`src/sv/tdha_pkg.sv`:
```
// Shared types and codes for the top-down heap allocator with handle table.
// Used by the allocator top level and its port checker; no dependencies.
package tdha_pkg;

    // Fixed header in front of every block; handle entries are this far apart
    localparam int unsigned HdrBytes    = 8;
    localparam int unsigned EntryStride = 8;

    // Commands
    typedef enum logic [1:0] {
        CMD_ALLOC  = 2'd0,
        CMD_FREE   = 2'd1,
        CMD_RESET  = 2'd2,
        CMD_UNUSED = 2'd3
    } t_cmd;

    // Result status codes
    typedef enum logic [1:0] {
        ST_OK         = 2'd0,
        ST_NO_SPACE   = 2'd1,
        ST_TABLE_FULL = 2'd2,
        ST_BAD_HANDLE = 2'd3
    } t_status;

    // Configuration register indexes
    typedef enum logic [1:0] {
        CFG_LEGACY_MODE = 2'd0,
        CFG_TABLE_BASE  = 2'd1,
        CFG_PROGRAM_END = 2'd2,
        CFG_HEAP_END    = 2'd3
    } t_cfg_idx;

    // Sequencer states
    typedef enum logic [1:0] {
        S_IDLE,
        S_SCAN,
        S_FREE_RD,
        S_FINISH
    } t_state;

    // Request payload
    typedef struct packed {
        logic [1:0]  cmd;
        logic [23:0] request_size;
        logic [30:0] handle_in;
    } t_req;

    // Result payload
    typedef struct packed {
        logic [1:0]  status;
        logic [30:0] handle_out;
        logic [30:0] block_addr;
        logic [24:0] block_size;
        logic [30:0] heap_top_out;
    } t_rsp;

    // One handle table entry: header location and block size
    typedef struct packed {
        logic [30:0] hdr;
        logic [24:0] size;
    } t_entry;

endpackage

```
`src/sv/top_down_heap_allocator_with_handles.sv`:
```
// Top-down heap allocator with a handle table kept in a synchronous memory.
// Depends on tdha_pkg for payload structs, codes and the sequencer states.
//
//  channel | direction | handshake                 | payload
//  --------+-----------+---------------------------+------------------------------
//  in      | input     | i_in_valid / o_in_ready   | i_in_data  (t_req)
//  out     | output    | o_out_valid / i_out_ready | o_out_data (t_rsp)
//  cfg     | input     | i_cfg_valid / o_cfg_ready | i_cfg_index, i_cfg_data
//
// One request at a time. Reset and unused commands, failed allocations, bad-handle
// frees and legacy allocations go from idle straight to the finish state; other frees
// pass through a table read state first, and handle allocations through the scan
// state, which walks the used bits one entry a cycle, up to TABLE_ENTRIES entries.
// The table memory has one write port and one registered read port.
// The result register frees the input side while a result waits to be taken.
// Reset (synchronous, active low) clears the used bits and loads heap top with 0;
// the table memory needs no clearing, every read is guarded by its used bit.
// A stalled output holds the sequencer in its final state until the slot frees.
module top_down_heap_allocator_with_handles
    import tdha_pkg::*;
#(
    parameter int unsigned TABLE_ENTRIES = 15
) (
    input  logic        i_clk,
    input  logic        i_rst_n,
    input  logic        i_in_valid,
    output logic        o_in_ready,
    input  t_req        i_in_data,
    output logic        o_out_valid,
    input  logic        i_out_ready,
    output t_rsp        o_out_data,
    input  logic        i_cfg_valid,
    output logic        o_cfg_ready,
    input  logic [1:0]  i_cfg_index,
    input  logic [30:0] i_cfg_data
);

    localparam int unsigned IdxW = (TABLE_ENTRIES > 1) ? $clog2(TABLE_ENTRIES) : 1;
    localparam logic [30:0] TblSpan  = 31'(EntryStride * TABLE_ENTRIES);
    localparam logic [IdxW-1:0] LastIdx = IdxW'(TABLE_ENTRIES - 1);

    // Configuration registers
    logic        r_legacy_mode;
    logic [30:0] r_table_base;
    logic [30:0] r_program_end;
    logic [30:0] r_heap_end;

    // Allocator state
    t_state              r_state, n_state;
    logic [30:0]         r_heap_top;
    logic [TABLE_ENTRIES-1:0] r_used;
    logic [IdxW-1:0]     r_scan;
    logic [IdxW-1:0]     r_idx;
    logic [30:0]         r_loc;
    logic [24:0]         r_size;
    t_rsp                r_res, n_res;
    logic                r_out_valid;
    t_rsp                r_out_data;

    // Table memory
    t_entry              r_mem [TABLE_ENTRIES];
    t_entry              r_rd;

    // Control decodes
    logic w_in_fire, w_out_load, w_mem_we, w_mem_re, w_cfg_fire;

    // Allocation arithmetic on the incoming request
    logic [24:0]     w_size;
    logic [30:0]     w_loc;
    logic            w_nofit;
    logic [30:0]     w_diff;
    logic            w_bad;
    logic [IdxW-1:0] w_free_idx;
    logic            w_slot_free;
    logic [30:0]     w_free_hdr;

    assign w_size  = ((25'(i_in_data.request_size) + 25'd3) & ~25'd3) + 25'(HdrBytes);
    assign w_loc   = r_heap_top - 31'(w_size);
    assign w_nofit = (r_heap_top < 31'(w_size)) || (w_loc <= r_program_end);

    // Handle decode for free
    assign w_diff     = i_in_data.handle_in - r_table_base;
    assign w_bad      = (w_diff[2:0] != 3'd0) || (w_diff >= TblSpan);
    assign w_free_idx = w_diff[IdxW+2:3];

    assign w_slot_free = !r_used[r_scan];
    assign w_free_hdr  = r_rd.hdr;

    // Next state
    always_comb begin
        n_state = r_state;
        unique case (r_state)
            S_IDLE: begin
                if (w_in_fire) begin
                    priority if (i_in_data.cmd == CMD_ALLOC && !w_nofit && !r_legacy_mode)
                        n_state = S_SCAN;
                    else if (i_in_data.cmd == CMD_FREE && !w_bad)
                        n_state = S_FREE_RD;
                    else
                        n_state = S_FINISH;
                end
            end
            S_SCAN: begin
                if (w_slot_free || r_scan == LastIdx) n_state = S_FINISH;
            end
            S_FREE_RD: n_state = S_FINISH;
            S_FINISH: begin
                if (w_out_load) n_state = S_IDLE;
            end
            default: n_state = S_IDLE;
        endcase
    end

    // Control outputs
    always_comb begin
        o_in_ready  = (r_state == S_IDLE);
        o_cfg_ready = 1'b1;
        w_in_fire   = i_in_valid && (r_state == S_IDLE);
        w_cfg_fire  = i_cfg_valid;
        w_out_load  = (r_state == S_FINISH) && (!r_out_valid || i_out_ready);
        w_mem_we    = (r_state == S_SCAN) && w_slot_free;
        w_mem_re    = w_in_fire && (i_in_data.cmd == CMD_FREE) && !w_bad;
    end

    // Configuration writes
    always_ff @(posedge i_clk) begin
        if (!i_rst_n) begin
            r_legacy_mode <= 1'b0;
            r_table_base  <= '0;
            r_program_end <= '0;
            r_heap_end    <= '0;
        end else if (w_cfg_fire) begin
            unique case (t_cfg_idx'(i_cfg_index))
                CFG_LEGACY_MODE: r_legacy_mode <= i_cfg_data[0];
                CFG_TABLE_BASE:  r_table_base  <= i_cfg_data;
                CFG_PROGRAM_END: r_program_end <= i_cfg_data;
                CFG_HEAP_END:    r_heap_end    <= i_cfg_data;
                default: ;
            endcase
        end
    end

    // Table memory: one write and one registered read port
    always_ff @(posedge i_clk) begin
        if (w_mem_we) r_mem[r_scan] <= '{hdr: r_loc, size: r_size};
        if (w_mem_re) r_rd <= r_mem[w_free_idx];
    end

    // Sequencer state, heap top and used bits
    always_ff @(posedge i_clk) begin
        if (!i_rst_n) begin
            r_state    <= S_IDLE;
            r_heap_top <= '0;
            r_used     <= '0;
        end else begin
            r_state <= n_state;
            unique case (r_state)
                S_IDLE: begin
                    if (w_in_fire) begin
                        unique case (t_cmd'(i_in_data.cmd))
                            CMD_ALLOC: if (!w_nofit) r_heap_top <= w_loc;
                            CMD_RESET: begin
                                r_heap_top <= r_heap_end;
                                r_used     <= '0;
                            end
                            CMD_FREE, CMD_UNUSED: ;
                            default: ;
                        endcase
                    end
                end
                S_SCAN: if (w_slot_free) r_used[r_scan] <= 1'b1;
                S_FREE_RD: begin
                    if (r_used[r_idx]) begin
                        r_used[r_idx] <= 1'b0;
                        if (r_heap_top == w_free_hdr)
                            r_heap_top <= 31'(r_heap_top + 31'(r_rd.size));
                    end
                end
                S_FINISH: ;
                default: ;
            endcase
        end
    end

    // Result assembly
    always_comb begin
        n_res = r_res;
        unique case (r_state)
            S_IDLE: begin
                if (w_in_fire) begin
                    n_res = '{status: ST_OK, default: '0};
                    unique case (t_cmd'(i_in_data.cmd))
                        CMD_ALLOC: begin
                            n_res.block_size = w_size;
                            if (w_nofit) begin
                                n_res.status = ST_NO_SPACE;
                            end else begin
                                n_res.block_addr = w_loc;
                                if (r_legacy_mode) n_res.handle_out = w_loc;
                            end
                        end
                        CMD_FREE: if (w_bad) n_res.status = ST_BAD_HANDLE;
                        CMD_RESET, CMD_UNUSED: ;
                        default: ;
                    endcase
                end
            end
            S_SCAN: begin
                if (w_slot_free) begin
                    n_res.handle_out = 31'(r_table_base + (31'(r_scan) << 3));
                end else if (r_scan == LastIdx) begin
                    n_res.status = ST_TABLE_FULL;
                end
            end
            S_FREE_RD: begin
                if (r_used[r_idx]) begin
                    n_res.block_addr = w_free_hdr;
                    n_res.block_size = r_rd.size;
                end
            end
            S_FINISH: ;
            default: ;
        endcase
    end

    // Request payload and result register
    always_ff @(posedge i_clk) begin
        r_res <= n_res;
        unique case (r_state)
            S_IDLE: begin
                if (w_in_fire) begin
                    r_loc  <= w_loc;
                    r_size <= w_size;
                    r_scan <= '0;
                    r_idx  <= w_free_idx;
                end
            end
            S_SCAN: begin
                if (!w_slot_free && r_scan != LastIdx) r_scan <= r_scan + 1'b1;
            end
            S_FREE_RD: ;
            S_FINISH: ;
            default: ;
        endcase
    end

    // Output register
    always_ff @(posedge i_clk) begin
        if (!i_rst_n) begin
            r_out_valid <= 1'b0;
        end else if (w_out_load) begin
            r_out_valid <= 1'b1;
        end else if (i_out_ready) begin
            r_out_valid <= 1'b0;
        end
    end

    always_ff @(posedge i_clk) begin
        if (w_out_load) begin
            r_out_data <= '{status:       r_res.status,
                            handle_out:   r_res.handle_out,
                            block_addr:   r_res.block_addr,
                            block_size:   r_res.block_size,
                            heap_top_out: r_heap_top};
        end
    end

    assign o_out_valid = r_out_valid;
    assign o_out_data  = r_out_data;

endmodule

```
`config.mk`:
```
export PLATFORM = sky130hd
export DESIGN_NAME = top_down_heap_allocator_with_handles
export DESIGN_NICKNAME = d
export VERILOG_FILES = /design/src/sv/tdha_pkg.sv /design/src/sv/top_down_heap_allocator_with_handles.sv
export SDC_FILE = /design/constraint.sdc
export NUM_CORES = 2
export LEC_CHECK = 0
export ABC_AREA = 1
export CAP_MARGIN = 30
export CORE_MARGIN = 4
export CORE_UTILIZATION = 51
export CTS_CLUSTER_SIZE = 24
export DETAILED_ROUTE_END_ITERATION = 7
export DONT_BUFFER_PORTS = 1
export PLACE_DENSITY = 0.66
export SETUP_SLACK_MARGIN = 0.1
export SYNTH_ARGS = -nofsm -noshare
export SYNTH_HDL_FRONTEND = slang
export SYNTH_SLANG_ARGS = --single-unit
```
`constraint.sdc`:
```
create_clock -name i_clk -period 14.3 [get_ports i_clk]
set_input_delay 2.86 -clock i_clk [delete_from_list [all_inputs] [get_ports i_clk]]
set_output_delay 2.86 -clock i_clk [all_outputs]
set_load 0.05 [all_outputs]
```
# Word-level counts from Yosys, hierarchy flattened

Memory sizes are Yosys's and may differ from the RTL's. A register that Yosys moved wholly into a read port is not among the register bits.
Cells that the tools add are included.

Bits in registers: 416
Bits in writable memories: 840
Output and inout port bits: 123
Memories kept: 1

Memories:

| memory | words | bits a word | rd ports | clocked after memory_dff | write ports | RTL line                                   | RTL |
|---|---|---|---|---|---|---|---|
| r_mem  | 15    | 56          | 1        | 1                        | 1           | top_down_heap_allocator_with_handles.sv:61 | `t_entry r_mem [TABLE_ENTRIES];` |

Add/sub/neg operators: 7
Magnitude comparators: 7
Eq/ne operators: 23
Multiplexer cells: 45
Bitwise logic cells: 3
Reductions and logical operators: 40

Operator list:

| kind                                                                | number |
|---|---|
| 2-to-1 mux 31 bit                                                   | 6 |
| one-hot mux 31 bit (2 select lines)                                 | 2 |
| 2-to-1 mux 120 bit                                                  | 1 |
| one-hot mux 56 bit (2 select lines)                                 | 1 |
| 2-to-1 mux 87 bit                                                   | 1 |
| one-hot mux 33 bit (2 select lines)                                 | 1 |
| 2-to-1 mux 62 bit                                                   | 1 |
| 2-to-1 mux 15 bit                                                   | 4 |
| 2-to-1 mux 56 bit                                                   | 1 |
| one-hot mux 15 bit (3 select lines)                                 | 1 |
| adder 31 x 25 -> 31 bit                                             | 1 |
| adder 31 x 7 -> 31 bit                                              | 1 |
| equality test 31 bit                                                | 1 |
| greater-or-equal comparator 31 x 7 -> 1 bit (second input constant) | 1 |
| <= comparator 31 bit                                                | 1 |
| < comparator 31 x 25 -> 1 bit                                       | 1 |
| subtractor 31 x 25 -> 31 bit                                        | 1 |
| subtractor 31 bit                                                   | 1 |
| adder 24 x 2 -> 25 bit (second input constant)                      | 1 |
| adder 25 x 4 -> 25 bit (second input constant)                      | 1 |
| bitwise AND 15 bit                                                  | 1 |
| inverter 15 bit                                                     | 1 |
| bitwise OR 15 bit                                                   | 1 |
| 2-to-1 mux 2 bit                                                    | 7 |
| 29 further kinds                                                    | 86 |

# Longest topological paths before layout

Depth after elaboration: 11
Mapped depth: 42
Gate-level depth less buffers: 41

# Least setup slack after synthesis

OpenSTA, ideal clock, no wires.

Kind: input -> register
Start: input i_out_ready
End: register r_out_data, in the netlist o_out_data[0] (enable)
Setup time: 634 ps
Arrival: 8555 ps
Setup slack: 5111 ps
Stages: 2
Buffers on the path: 0
Path through: inv_1 a21oi_1

Word-level cells in the longest chain between the ends: 2

RTL lines:

| what                 | RTL line                                    | RTL |
|---|---|---|
| start, declared      | top_down_heap_allocator_with_handles.sv:30  | `input logic i_out_ready,` |
| logical OR 1 bit     | top_down_heap_allocator_with_handles.sv:120 | `w_out_load = (r_state == S_FINISH) && (!r_out_valid \|\| i_out_ready);` |
| logical AND 1 bit    | top_down_heap_allocator_with_handles.sv:120 |  |
| named net w_out_load | top_down_heap_allocator_with_handles.sv:65  | `logic w_in_fire, w_out_load, w_mem_we, w_mem_re, w_cfg_fire;` |
| end signal, assigned | top_down_heap_allocator_with_handles.sv:260 | `r_out_data <= '{status: r_res.status,` |
| end, declared        | top_down_heap_allocator_with_handles.sv:58  | `t_rsp r_out_data;` |

The timed path passes the listed nets, and every way through them passes these cells.
A chain may end at the register's enable or synchronous reset.

# Final worst setup path

Start: input i_in_data[31] in the netlist's numbering
End: register r_heap_top[30]

Word-level cells in the longest chain between the ends: 7
Elaborated cells between the ends (all ways): 12

RTL lines:

| what                                 | RTL line                                    | RTL |
|---|---|---|
| start, declared                      | top_down_heap_allocator_with_handles.sv:28  | `input t_req i_in_data,` |
| adder 24 x 2 -> 25 bit               | top_down_heap_allocator_with_handles.sv:77  | `assign w_size = ((25'(i_in_data.request_size) + 25'd3) & ~25'd3) + 25'(HdrBytes);` |
| adder 25 x 4 -> 25 bit               | top_down_heap_allocator_with_handles.sv:77  |  |
| named net w_size[3]                  | top_down_heap_allocator_with_handles.sv:68  | `logic [24:0] w_size;` |
| subtractor 31 x 25 -> 31 bit         | top_down_heap_allocator_with_handles.sv:78  | `assign w_loc = r_heap_top - 31'(w_size);` |
| named net w_loc[29]                  | top_down_heap_allocator_with_handles.sv:69  | `logic [30:0] w_loc;` |
| <= comparator 31 bit                 | top_down_heap_allocator_with_handles.sv:79  | `assign w_nofit = (r_heap_top < 31'(w_size)) \|\| (w_loc <= r_program_end);` |
| logical OR 1 bit                     | top_down_heap_allocator_with_handles.sv:79  |  |
| != test 3 bit (no source line)       | -                                           |  |
| AND reduction 6 bit (no source line) | -                                           |  |
| end signal, assigned                 | top_down_heap_allocator_with_handles.sv:161 | `CMD_ALLOC: if (!w_nofit) r_heap_top <= w_loc;` |
| end signal, assigned                 | top_down_heap_allocator_with_handles.sv:163 | `r_heap_top <= r_heap_end;` |
| end signal, assigned                 | top_down_heap_allocator_with_handles.sv:176 | `r_heap_top <= 31'(r_heap_top + 31'(r_rd.size));` |
| end, declared                        | top_down_heap_allocator_with_handles.sv:50  | `logic [30:0] r_heap_top;` |

The timed path passes the listed nets, and every way through them passes these cells. The select of a mux whose other input is x is not followed.

==> impl_metrics.toml <==
[yosys]
synth_enable_flop_cells = 1131
yosysWarnings = 0
postSynth.asyncResetShare_pct = 0
synth.distinct_cells = 61
syn-cell-area_um2 = 55700
postSynthAreaPerCell_um2 = 11.1
ys_ff_latch = 1274
syn_inst = 5002
seq_area_frac_synth_pct = 66.1
synth-main-ff-cell = "edfxtp_1"

[drt]
routed.top_layer = "met5"
drc = 0
routed-wl-met2_um = 76600
drt-vias-per-instance = 6.11
wl_per_cell_um = 26.1
drtIter0Drc = 5201
wl_met3_um = 18100
ant_nets = 0
dr.pass1.iters = 6
wl_um = 169000
vias = 39600
met1_length_um = 66700

[floorplanning]
ioPinCount = 218
rows = 120
coreArea_um2 = 108000
initial_core_util_pct = 51.7
die_area_um2 = 115000
die_w_um = 338
die_h_um = 338

[place]
place.port_buffers = 0
dpl.hpwl_um = 105000
routabilityCongestion = 0.937
dpl_worst_slack_ns = 5.32
dpl-instance-area_um2 = 57300

[cts]
cts_buffers = 132
path_clk_slew_ns = 0.05
clock_sinks = 1274
htreeDepth = 4
tritoncts = "done"
clockRootBuffer = "clkbuf_16"
holdBufCountCts = 0
max-clock-path-buffers = 3
cts_setup_buffers = 0
ctsResizeCount = 0
insertion_delay_ns = 0.76

[final_layout]
syn_to_final_growth_pct = 10.6
layout_commonest_cell = "edfxtp_1"
final_cell_mix = "edfxtp_1, o21ai_0, nor2_1, nand2_1, inv_1"
postLayoutCellArea_um2 = 61600
layout.nets = 5168
drive_above_1_share_pct = 6.98

[timing]
hold_violations = 0
skew_ns = 0.0304
finalSetupViolations = 0
fin_hold_ws_ns = 0.417
worst_pin_slew_ns = 1.03
min_period_over_period_pct = 58.0
rsz0062_at_grt = "no"
clock.fmax_mhz = 121
final.min_clock_period_ns = 8.30
slew_violations = 0
fin_setup_tns_ns = 0
slew_headroom_pct = 30.8
fin_ws_ns = 6.00

[setup_path]
slowest_delay_ns = 0.52
cpMostUsedCell = "nand2_1"
crit_fanout = 39
crit_required_ns = 14.93
worstSetupEndpointType = "flop"
start_kind = "input pin"
cp_slowest_cell = "o311ai_0"
worstPathArrival_ns = 8.93
path_class = "input pin to flop"

[global_route]
grt_pass1_vias = 36600
grt.overflow.total = 0
grt_usage_pct = 28.5
grt_start_max_net_pins = 188
grt_pass1_wl_um = 243000
antenna_found_initial = 25

[pwr]
ir_drop_mv = 0.111
power_density_nw_per_um2 = 184
power.leakage_nw = 21.3

[job]
max_cap_violations = 0

[status]
outcome = "completed"

[min_path]
hold_path.class = "flop to flop"
per-layer routing:
| metal | GRT usage, % | up-vias |
|---|---|---|
| met5 | 0 | - |
| met4 | 13.2 | 8 |
| li1 | - | 17900 |
| met1 | 39.0 | 19300 |
| met2 | 44.0 | 2013 |
| met3 | 6.32 | 387 |
logic make-up (layout without fill, tap and decap cells):
family | Yosys count | after routing | synth area share [%]
simple gates | 1498 | 1498 | 11.3
flops | 1274 | 1274 | 66.1
fa+ha+maj | 118 | 118 | 2.70
other cells | 2 | 19 | 0.0135
buf+inv | 631 | 688 | 4.36
compound gates | 1386 | 1386 | 14.1
xor+xnor | 93 | 93 | 1.49
power breakdown:
part | leakage [nW] | total (mW) | internal (mW) | switching, mW
sequential | 11.5 | 5.47 | 4.84 | 0.635
clock | 2.05 | 3.40 | 1.92 | 1.48
combinational | 7.76 | 2.48 | 0.665 | 1.81
total | 21.3 | 11.4 | 7.43 | 3.92
cell type report:
type,instances,area (um^2)
fillers,8890,46200
flip-flops and latches,1274,36800
multi-input cells,3098,16700
clock buffers,165,3470
well taps,1403,1760
inverters,379,1440
clock inverters,74,785
repair buffers,70,636
diodes,16,40.0
flip-flops by register name, summed over array words and instances, names as in the netlist, 2 cells and up:
register and flops:
r_size 23, w_free_hdr 31, r_res 87, o_out_data 118
r_used 15, r_mem 810, r_program_end 31, r_rd 23
r_scan 4, r_heap_end 31, r_heap_top 31, r_table_base 31
r_loc 31, r_state 2, r_idx 4
cell usage after synthesis (3+ instances only):
master,n,share of area [%]
o21ai_1,25,0.22
dfxtp_1,143,5.1
and2_1,10,0.11
nor4_1,18,0.20
buf_2,4,0.036
o21ai_0,713,6.4
a21oi_1,252,2.3
o32ai_1,7,0.11
buf_1,9,0.061
a21o_1,6,0.081
a21boi_0,7,0.094
nand4_1,50,0.56
clkbuf_1,230,1.6
a221oi_1,11,0.17
nand3_1,120,1.1
nor2_1,643,4.3
buf_4,5,0.067
fa_1,4,0.14
xor2_1,65,1.0
nand3b_1,7,0.094
o211ai_1,79,1.1
o22ai_1,149,1.7
nor2_2,15,0.17
a211oi_1,60,0.81
o21a_1,5,0.067
nand2_1,559,3.8
inv_1,369,2.5
ha_1,114,2.6
o21bai_1,6,0.081
o221ai_1,44,0.69
edfxtp_1,1131,61
clkinv_1,6,0.040
nor3_1,31,0.28
xnor2_1,27,0.42
o31ai_1,4,0.054
nand2_2,20,0.22
inv_2,4,0.027
buf_6,3,0.061
a31oi_1,7,0.079
nor2_4,5,0.10
or2_2,7,0.079
stage by stage:
stage	power [mW]	utilization, %	instances
floorplan	6.88	-	5003
global placement	7.92	53.1	6220
detailed placement	7.95	53.2	6224
CTS	11.3	57.1	6463
global route	11.8	57.1	6466
finish	11.4	57.1	6479
path summary, 6_finish.rpt:
check                   from              to  slack [ns]  depth (start not counted)
max            i_in_data[31]  r_heap_top[30]        6.00                         36
min                r_res[53]  o_out_data[53]        0.42                          0
max reg2reg  r_table_base[4]         r_rd[4]        8.49                         16
min reg2reg        r_res[53]  o_out_data[53]        0.42                          0
critical path, delay by kind of cell:
kind	cells	cell delay, ns
fa+ha+maj	3	0.79
compound gates	4	1.46
simple gates	23	3.02
buf+inv	5	0.39
xor+xnor	1	0.39
Power figures use the tool's default switching activity.
